### src/rtl/core/keyed_time_priority_queue_defines.svh
// ----------------------------------------------------------------------------
// keyed_time_priority_queue_defines
// assertion macros used by the queue top level
// ----------------------------------------------------------------------------
`ifndef KEYED_TIME_PRIORITY_QUEUE_DEFINES_SVH
`define KEYED_TIME_PRIORITY_QUEUE_DEFINES_SVH

// same-cycle implication
`define KTPQ_ASSERT_IMPL(label, clk, rst_n, ante, cons, msg) \
    label: assert property (@(posedge clk) disable iff (!rst_n) (ante) |-> (cons)) \
        else $error(msg);

// next-cycle implication
`define KTPQ_ASSERT_NEXT(label, clk, rst_n, ante, cons, msg) \
    label: assert property (@(posedge clk) disable iff (!rst_n) (ante) |=> (cons)) \
        else $error(msg);

`endif

### src/rtl/core/ktpq_pkg.sv
// ----------------------------------------------------------------------------
// ktpq_pkg
// types and constants of the keyed time priority queue
// ----------------------------------------------------------------------------
package ktpq_pkg;

    localparam int KEY_BITS     = 24;
    localparam int TIME_BITS    = 48;
    localparam int REF_BITS     = 16;
    localparam int COUNT_BITS   = 7;
    localparam int CAPACITY_DEF = 64;

    typedef enum logic
    {
        MODE_INSERT = 1'b0,
        MODE_REMOVE = 1'b1
    } ktpq_mode_t;

    typedef struct packed
    {
        ktpq_mode_t            mode;
        logic [KEY_BITS-1:0]   voxel_key;
        logic [TIME_BITS-1:0]  event_time;
        logic                  payload_kind;
        logic [REF_BITS-1:0]   payload_ref;
    } ktpq_in_t;

    typedef struct packed
    {
        logic                  head_valid;
        logic [KEY_BITS-1:0]   head_key;
        logic [TIME_BITS-1:0]  head_time;
        logic                  head_kind;
        logic [REF_BITS-1:0]   head_ref;
        logic [COUNT_BITS-1:0] entry_count;
        logic                  key_found;
        logic                  insert_dropped;
    } ktpq_out_t;

    typedef struct packed
    {
        logic                  valid;
        logic [KEY_BITS-1:0]   key;
        logic [TIME_BITS-1:0]  time_val;
        logic                  kind;
        logic [REF_BITS-1:0]   ref_val;
    } ktpq_entry_t;

    typedef struct packed
    {
        logic compare_en;
        logic apply_en;
        logic shift;
        logic insert_en;
        logic first;
    } ktpq_cell_ctrl_t;

endpackage

### src/rtl/core/ktpq_encode.sv
// ----------------------------------------------------------------------------
// ktpq_encode
// turns the one-hot key match of the row into a found flag and slot index
// ----------------------------------------------------------------------------
module ktpq_encode
    import ktpq_pkg::*;
#(
    parameter int CAPACITY = CAPACITY_DEF,
    parameter int IDX_W    = $clog2(CAPACITY)
)
(
    input  logic [CAPACITY-1:0] match,
    output logic                found,
    output logic [IDX_W-1:0]    index
);

    always_comb
    begin
        index = '0;
        for (int i = 0; i < CAPACITY; i++)
        begin
            if (match[i])
            begin
                index = index | IDX_W'(i);
            end
        end
    end

    assign found = |match;

endmodule

### config.mk
export PLATFORM = sky130hd
export DESIGN_NAME = ktpq_encode
export DESIGN_NICKNAME = d
export VERILOG_FILES = /design/src/rtl/core/keyed_time_priority_queue_defines.svh /design/src/rtl/core/ktpq_pkg.sv /design/src/rtl/core/ktpq_encode.sv
export SDC_FILE = /design/constraint.sdc
export NUM_CORES = 1
export LEC_CHECK = 0
export ABC_AREA = 1
export BUFFER_PORTS_ARGS = -buffer_cell sky130_fd_sc_hd__buf_2
export CAP_MARGIN = 0
export CORE_MARGIN = 4
export CORE_UTILIZATION = 33
export DETAILED_ROUTE_END_ITERATION = 10
export PLACE_DENSITY = 0.89
export SYNTH_ARGS = -nofsm -noshare
export SYNTH_HDL_FRONTEND = slang
export SYNTH_SLANG_ARGS = --single-unit
### constraint.sdc
create_clock -name vclk -period 2.2
set_clock_uncertainty 0.15 [all_clocks]
set_input_delay 0.22 -clock vclk [all_inputs]
set_output_delay 0.22 -clock vclk [all_outputs]
set_load 0.1 [all_outputs]
==> flow_summary.ini <==
[placed_design]
dp_hpwl_mm = 1.928
place_congestion = 0.9330
port-buffer-count = 71

[clock_network]
cts_setup_buffers = 0
cts_resized = 0
cts_hold_buf = 0

[timing]
layout_worst_path_cycle_share_pct = 70.74
hold_viol = 0
maxSlewViolCount = 0
setup_violations = 0
tightest_slew_ns = 0.4938
fmax_ghz = 0.6425
min_period_ns = 1.556
slew-limit-headroom_pct = 67.31
fin_setup_tns_ns = 0
rsz0062_at_grt = false

[global_route]
grt_pass1_vias = 836
grt_max_degree = 4
track_usage_pct = 19.63
gr-total-overflow = 0
grt_pass1_wl_mm = 3.249
antenna_found_initial = 0

[floorplan]
placeableCoreArea_um2 = 1318
initial_core_util_pct = 35.71
io_pins = 71
die_width_um = 45.76
rows = 13
die_h_um = 45.76
die_area_um2 = 2094

[worst_setup_path]
arrival_ns = 1.19
crit_type = input pin to output pin
crit_path_end_kind = output pin
path_max_fanout = 3
cp-start-kind = input pin
crit_top_cell = nor2_2
cp_slowest_cell = buf_2
required_ns = 1.83
cpPeakStageDelay_ns = 0.28
crit_chain = buf_2, nor2_2, nand2_2, nor2_2, nand2_1, nor2_2, nand2_1, buf_2

[pwr]
p_leak_uw = 0.0003934
ir_drop_mv = 0.07111
power.density_nw_per_um2 = 123.3

[cells_and_area]
syn2layout_area_growth_pct = 79.52
regArea_um2 = 0
fin_nets = 249
antenna_cells = 0
post-route-util_pct = 64.10
clock_buffers = 0
drive_gt1_share_pct = 43.72
design.seq.count = 0

[route]
num_vias = 948
drt_wl_total_mm = 2.049
routed_via_density = 4.788
drtIter0Drc = 12
wl_per_cell_um = 10.35
drc = 0
drtAntennaViolNets = 0
first_pass_iters = 4

[outcome]
outcome = finished, final reports clean

[synth]
syn_nets = 176
synth_area_um2 = 470.5
avgSynthCellArea_um2 = 4.200
synth_area_leaders = nor2_1, nand2_1, nand4_1
yosysTopAreaCell = nor2_1
ys_seq_area_share_pct = 0
ys_types = 8
synth.top_cell.area_share_pct = 51.06
synthCells = 112
yosysWarnings = 0

[job]
maxCapViolations = 0

[worst_hold_path]
worstHoldPathType = input pin to output pin
-- where the power goes --
part / internal (uW) / switching, uW
clock network: 0 / 0
logic: 54.3 / 49.9
registers: 0 / 0
-- stage by stage --
step                      total power (uW)  hold slack, ns  setup WS [ns]  std cells  area [um^2]
after floorplan                      32.63           1.019         0.3973        112        470.5
after global placement               100.7          0.9721         0.6595        198        844.6
after detailed placement             103.5          0.9813         0.6370        198        844.6
after CTS                            103.8          0.9806         0.6334        198        844.6
after global routing                 117.5           1.012         0.4892        198        844.6
final                                104.2          0.9803         0.6436        198        844.6
-- final cells by class --
class | instances | area (um^2)
Fill cell | 131 | 473.0
Inverter | 2 | 7.507
Multi-Input combinational cell | 110 | 462.9
Tap cell | 15 | 18.77
Timing Repair Buffer | 71 | 355.3
-- final timing paths --
kind	depth (start not counted)	from	end	slack (ns)
max	8	match[61]	found	0.64
min	6	match[37]	index[0]	0.98
-- layout by cell type, fill, tap and decap left out, drive strengths merged --
master / count
nand3: 1
nand2: 27
nand4: 10
buf: 71
nor2: 71
nor3: 1
inv: 2
-- routing by layer --
metal  track usage (%)  part of all wire, %  up-vias
met3             1.186                   12        0
li1                  -                    -      501
met1             24.42                   37      405
met2             38.44                   51       42
met4                 0                    0        0
met5                 0                    0        -
-- cells in the mapped netlist --
cell / n
nor2_1: 64
nand2_1: 25
nand4_1: 10
nor2_2: 7
inv_1: 2
nand2_2: 2
nand3_1: 1
nor3_1: 1
-- cells by family after synthesis --
| kind of cell | synth area share [%] |
|---|---|
| simple gates | 98.40 |
| buf+inv | 1.596 |
-- critical path, delay by kind of cell --
family	cells	cell delay (ns)
simple gates	6	0.57
buf+inv	2	0.38
Note: power is estimated with default switching activity, not from simulation.
