==> src/rtl/core/keyed_time_priority_queue_defines.svh <==
// ----------------------------------------------------------------------------
// keyed_time_priority_queue_defines
// assertion macros used by the queue top level
// ----------------------------------------------------------------------------
`ifndef KEYED_TIME_PRIORITY_QUEUE_DEFINES_SVH
`define KEYED_TIME_PRIORITY_QUEUE_DEFINES_SVH

// same-cycle implication
`define KTPQ_ASSERT_IMPL(label, clk, rst_n, ante, cons, msg) \
    label: assert property (@(posedge clk) disable iff (!rst_n) (ante) |-> (cons)) \
        else $error(msg);

// next-cycle implication
`define KTPQ_ASSERT_NEXT(label, clk, rst_n, ante, cons, msg) \
    label: assert property (@(posedge clk) disable iff (!rst_n) (ante) |=> (cons)) \
        else $error(msg);

`endif

==> src/rtl/core/ktpq_pkg.sv <==
// ----------------------------------------------------------------------------
// ktpq_pkg
// types and constants of the keyed time priority queue
// ----------------------------------------------------------------------------
package ktpq_pkg;

    localparam int KEY_BITS     = 24;
    localparam int TIME_BITS    = 48;
    localparam int REF_BITS     = 16;
    localparam int COUNT_BITS   = 7;
    localparam int CAPACITY_DEF = 64;

    typedef enum logic
    {
        MODE_INSERT = 1'b0,
        MODE_REMOVE = 1'b1
    } ktpq_mode_t;

    typedef struct packed
    {
        ktpq_mode_t            mode;
        logic [KEY_BITS-1:0]   voxel_key;
        logic [TIME_BITS-1:0]  event_time;
        logic                  payload_kind;
        logic [REF_BITS-1:0]   payload_ref;
    } ktpq_in_t;

    typedef struct packed
    {
        logic                  head_valid;
        logic [KEY_BITS-1:0]   head_key;
        logic [TIME_BITS-1:0]  head_time;
        logic                  head_kind;
        logic [REF_BITS-1:0]   head_ref;
        logic [COUNT_BITS-1:0] entry_count;
        logic                  key_found;
        logic                  insert_dropped;
    } ktpq_out_t;

    typedef struct packed
    {
        logic                  valid;
        logic [KEY_BITS-1:0]   key;
        logic [TIME_BITS-1:0]  time_val;
        logic                  kind;
        logic [REF_BITS-1:0]   ref_val;
    } ktpq_entry_t;

    typedef struct packed
    {
        logic compare_en;
        logic apply_en;
        logic shift;
        logic insert_en;
        logic first;
    } ktpq_cell_ctrl_t;

endpackage

==> src/rtl/core/ktpq_cell.sv <==
// ----------------------------------------------------------------------------
// ktpq_cell
// one slot of the sorted event row: key match, removal shift, ordered insert
// ----------------------------------------------------------------------------
module ktpq_cell
    import ktpq_pkg::*;
(
    input  logic            clk,
    input  logic            rst_n,
    input  ktpq_cell_ctrl_t ctrl,
    input  ktpq_entry_t     new_entry,
    input  ktpq_entry_t     up_entry,
    input  logic            up_le,
    input  ktpq_entry_t     dn_post_entry,
    input  logic            dn_post_le,
    output ktpq_entry_t     raw_entry,
    output logic            raw_le,
    output logic            raw_match,
    output ktpq_entry_t     post_entry,
    output logic            post_le,
    output ktpq_entry_t     next_entry
);

    logic                 valid_reg;
    logic [KEY_BITS-1:0]  key_reg;
    logic [TIME_BITS-1:0] time_reg;
    logic                 kind_reg;
    logic [REF_BITS-1:0]  ref_reg;
    logic                 le_reg;
    logic                 match_reg;

    assign raw_entry = '{valid: valid_reg, key: key_reg, time_val: time_reg,
                         kind: kind_reg, ref_val: ref_reg};
    assign raw_le    = le_reg;
    assign raw_match = match_reg;

    // contents after the removal step
    assign post_entry = ctrl.shift ? up_entry : raw_entry;
    assign post_le    = ctrl.shift ? up_le    : le_reg;

    // ordered insert on the compacted row
    always_comb
    begin
        if (!ctrl.insert_en || post_le)
        begin
            next_entry = post_entry;
        end
        else if (ctrl.first || dn_post_le)
        begin
            next_entry = new_entry;
        end
        else
        begin
            next_entry = dn_post_entry;
        end
    end

    always_ff @(posedge clk or negedge rst_n)
    begin
        if (!rst_n)
        begin
            valid_reg <= 1'b0;
            le_reg    <= 1'b0;
            match_reg <= 1'b0;
        end
        else
        begin
            if (ctrl.compare_en)
            begin
                le_reg    <= valid_reg && (time_reg <= new_entry.time_val);
                match_reg <= valid_reg && (key_reg == new_entry.key);
            end
            if (ctrl.apply_en)
            begin
                valid_reg <= next_entry.valid;
            end
        end
    end

    always_ff @(posedge clk)
    begin
        if (ctrl.apply_en)
        begin
            key_reg  <= next_entry.key;
            time_reg <= next_entry.time_val;
            kind_reg <= next_entry.kind;
            ref_reg  <= next_entry.ref_val;
        end
    end

endmodule

==> config.mk <==
export PLATFORM = sky130hd
export DESIGN_NAME = ktpq_cell
export DESIGN_NICKNAME = d
export VERILOG_FILES = /design/src/rtl/core/keyed_time_priority_queue_defines.svh /design/src/rtl/core/ktpq_pkg.sv /design/src/rtl/core/ktpq_cell.sv
export SDC_FILE = /design/constraint.sdc
export NUM_CORES = 1
export LEC_CHECK = 0
export BUFFER_PORTS_ARGS = -buffer_cell sky130_fd_sc_hd__buf_2
export CORE_AREA = 4 4 211 213
export DETAILED_ROUTE_END_ITERATION = 12
export DIE_AREA = 0 0 215 217
export PLACE_DENSITY = 0.45
export REMOVE_ABC_BUFFERS = 1
export SLEW_MARGIN = 20
export SYNTH_ARGS = -nofsm -noshare
export SYNTH_HDL_FRONTEND = slang
export SYNTH_SLANG_ARGS = --single-unit
==> constraint.sdc <==
create_clock -name clk -period 2.6 [get_ports clk]
set_input_delay 0.26 -clock clk [delete_from_list [all_inputs] [get_ports clk]]
set_output_delay 0.26 -clock clk [all_outputs]
set_load 0.02 [all_outputs]
==> flow_results.org <==
** Run status
- Result of the run :: completed

** Worst hold path
- Hold/Removal Path Class :: input pin to register
- The worst hold path begins at ctrl[4].

** Clock network
- The H-tree generated during clock tree synthesis spans 3 levels.
- Counting every sink on the clock net gives roughly 90.
- Clock tree synthesis inserted a total of 9 buffers.
- Clock-pin slew was measured on the worst setup and hold paths at about 0.080 ns.
- The clock passes through at most 2 buffers.
- Clock Tree Root :: sky130_fd_sc_hd__clkbuf_16
- TritonCTS built the clock tree.
- Clock latency on the worst-skew pair, taken at its later pin, is between 0.3 and 0.4 ns.

** Pwr
- After layout, the design draws a total of approximately 6.2 mW.
- Power density over the cells :: around 560 mW/mm^2
- The worst-case IR drop observed on VDD is around 330 uV.
- Leak Pwr :: between 5 and 6 nW

** Timing
- Setup tns final :: 0 ns
- Relative slew margins :: 0.511
- Final Hold Violating Endpoints :: 0
- Worst slew pin tran :: just over 0.7 ns
- Setup repair after global routing could not meet its margin everywhere.
- Highest achievable clock rate :: roughly 0.4 GHz
- Dividing the final minimum period by the clock period gives 0.966.
- Final Setup Violations :: 0
- Worst clock skew :: 0.0160 ns
- Setup slack closes at between 0.08 and 0.09 ns.
- The worst path needs around 2.5 ns of the cycle, external delays included.
- Final hold analysis gives a worst-case slack of roughly 0.17 ns.
- Pins over their slew limit :: 0

** Worst setup path
- In this run the critical register-to-register path is launched from time_reg[46].
- Type of the worst setup path :: register to output port
- Critical path data required time :: approximately 2.3 ns
- Data arrives at the worst endpoint at about 2.3 ns.
- Highest net fanout along the worst path :: 16
- The worst setup path is captured at an output port.
- The most critical setup path has its startpoint at raw_le.
- The worst setup path is launched from a register.

** Drt
- Total wirelength of the detailed-routed design :: about 37000 um
- Top routing layer used :: met5
- In the routed design, unresolved DRC markers number 0.
- Detailed routing inserted a total of approximately 8300 vias.
- Wire segments on met3 add up to roughly 2800 um in the final route.
- In the detailed route, the total length drawn on met2 is around 18000 um.
- Number of violations reported at the end of detailed-routing iteration 0 :: a little over 400
- Via density per instance :: 4.38
- Post-route ant nets :: 0
- Met1 wire length :: about 15000 um
- Routed length per placed instance :: a little under 20 um
- The pre-antenna-repair detailed-routing pass consisted of 5 iterations.

** Place
- Once placement completed, the tool counted placed cells totaling around 1900.
- Area after detailed placement :: 0.0106 sq mm
- Pre-CTS worst setup slack :: roughly 0.23 ns
- Final GP Congestion :: ~0.88
- PortBufs :: about 550
- HPWL reported at the end of detailed placement :: just under 30000 um

** Layout
- Antenna diode count :: 0
- Area of all sequential standard cells :: ~0.0027 sq mm
- The register with the most flip-flops in the layout has 48 of them.
- Area of all placed cells without fillers :: 0.0112 sq mm
- Share of final-layout standard cells stronger than drive strength 1 :: 0.519
- Once layout is complete, the cells apart from fillers number ~1900.
- Most common cell after layout, fill and taps aside :: sky130_fd_sc_hd__buf_2
- Post-layout util :: 0.262
- From synthesis to final layout, the design area changed by 56.6%.
- Number of filler instances in the final layout :: 4715
- Layout Nets :: between 1500 and 2000
- Summing all multi-input logic gate instances after layout gives roughly 0.0040 sq mm.
- The library cells used most frequently in the layout, excluding fill and tap cells, are sky130_fd_sc_hd__buf_2 (544), sky130_fd_sc_hd__nand2_1 (190), sky130_fd_sc_hd__nor2_1 (92), sky130_fd_sc_hd__mux2_2 (91), sky130_fd_sc_hd__edfxtp_1 (89).

** Job
- Max-cap violations in this run came to 0.

** Synthesis
- Count of state elements after synthesis :: 92
- For this run, the register share of the synthesized area comes to 0.385.
- Of the post-synthesis cell area, the dominant cell type holds 0.374.
- Yosys warnings :: 0
- Synth Instances :: between 800 and 900
- The synthesized netlist occupies a cell area of slightly above 0.007 sq mm.
- After synthesis, the netlist uses 39 different library cells.
- The biggest area contributor in the post-synthesis netlist is sky130_fd_sc_hd__edfxtp_1.
- Yosys attributes the largest share of cell area to sky130_fd_sc_hd__edfxtp_1 (37%), sky130_fd_sc_hd__mux2_2 (14%), sky130_fd_sc_hd__nand2_1 (10%).
- A synthesized cell averages slightly below 9 sq um.

** Die
- CORE AREA :: between 0.04 and 0.05 sq mm
- Die boundary height :: between 200 and 250 um
- Ports :: 552
- Die Width :: ~220 um
- Row cnt :: 76
- Area of the die :: about 0.047 sq mm
- The initial utilization of the core area, before any placement, comes to 0.167.

** Global routing
- Global routing finished with a remaining overflow of 0.
- The via count of the first global-routing pass came to between 8000 and 9000.
- Maximum number of pins on one net before global-route repair :: 92
- For this run, the total global-route usage over all layers was measured as 0.148.
- Antenna violations before repair :: 3
- The first global-routing pass estimated 53000 um of wire.
[synthesized netlist by cell type, drive strengths merged]
library cell / n
and4: 2
nor4b: 1
o21ai: 5
dfrtp: 3
nor4bb: 1
a221o: 1
nand4: 9
or4: 1
nand2b: 1
edfxtp: 89
xor2: 20
o41ai: 1
o22ai: 1
nand2: 190
a211oi: 2
clkbuf: 18
ha: 48
o21a: 1
buf: 32
nor3: 2
xnor2: 4
o211ai: 2
a21o: 8
nor2b: 2
a211o: 1
nor2: 94
mux2: 91
nand3: 8
a21oi: 20
or2: 2
inv: 50
nor4: 5
a31oi: 90
[worst max-delay path, cell delays in order, from the launching register on]
cell and delay, ns:
sky130_fd_sc_hd__dfrtp_2 0.45, sky130_fd_sc_hd__mux2_2 0.31, sky130_fd_sc_hd__nor2_4 0.19, sky130_fd_sc_hd__buf_4 0.19
sky130_fd_sc_hd__clkbuf_16 0.21, sky130_fd_sc_hd__nor2_1 0.06, sky130_fd_sc_hd__a31oi_1 0.25, sky130_fd_sc_hd__buf_4 0.21
[area by class of cell]
class                      count  area share
multi-input combinational    613       0.358
timing repair buffer         586       0.292
sequential                    92       0.246
tap                          546      0.0611
clock buffer                  10      0.0205
inverter                      50      0.0168
clock inverter                 6     0.00582
[per-layer routing]
layer,GRT usage,vias up
met4,0.0597,6
met2,0.260,404
li1,-,3952
met1,0.172,3924
met3,0.0417,53
met5,0,-
[logic make-up (layout without fill, tap and decap cells)]
| group | count (synthesis) | in the layout | share of synthesized area |
|---|---|---|---|
| adders and majority gates | 48 | 48 | 0.0841 |
| and+or+nand+nor | 318 | 318 | 0.182 |
| muxes | 91 | 91 | 0.144 |
| xor gates and xnor gates | 24 | 24 | 0.0294 |
| buffers and inverters | 100 | 652 | 0.0598 |
| DFF | 92 | 92 | 0.385 |
| AOI/OAI and AO/OA | 132 | 132 | 0.116 |
[power breakdown]
group | internal, mW | switching (mW) | total [mW]
Sequential | 1.86 | 0.148 | 2.00
Clock | 0.748 | 0.665 | 1.41
Combinational | 1.05 | 1.78 | 2.83
[worst paths after layout]
| kind | endpoint | slack [ns] | cells after the start |
|---|---|---|---|
| worst max-delay path | next_entry[41] | 0.09 | 7 |
| worst min-delay path | raw_match | 0.17 | 2 |
| worst max register to register | raw_le | 0.33 | 7 |
| worst min register to register | raw_match | 0.54 | 2 |
| max in group asynchronous | raw_le | 2.15 | 2 |
| min in group asynchronous | raw_match | 0.27 | 2 |
[what timing repair did]
item                                   4_1_cts  5_1_grt
hold buffers                                 1        0
gates resized for setup                      7        5
buffers inserted                             2        5
endpoints found under the hold margin        3        0
pin swaps                                    1        1
gates cloned                                 2        3
setup endpoints to repair                   17       34
No activity file was read; power rests on OpenSTA's default activity.
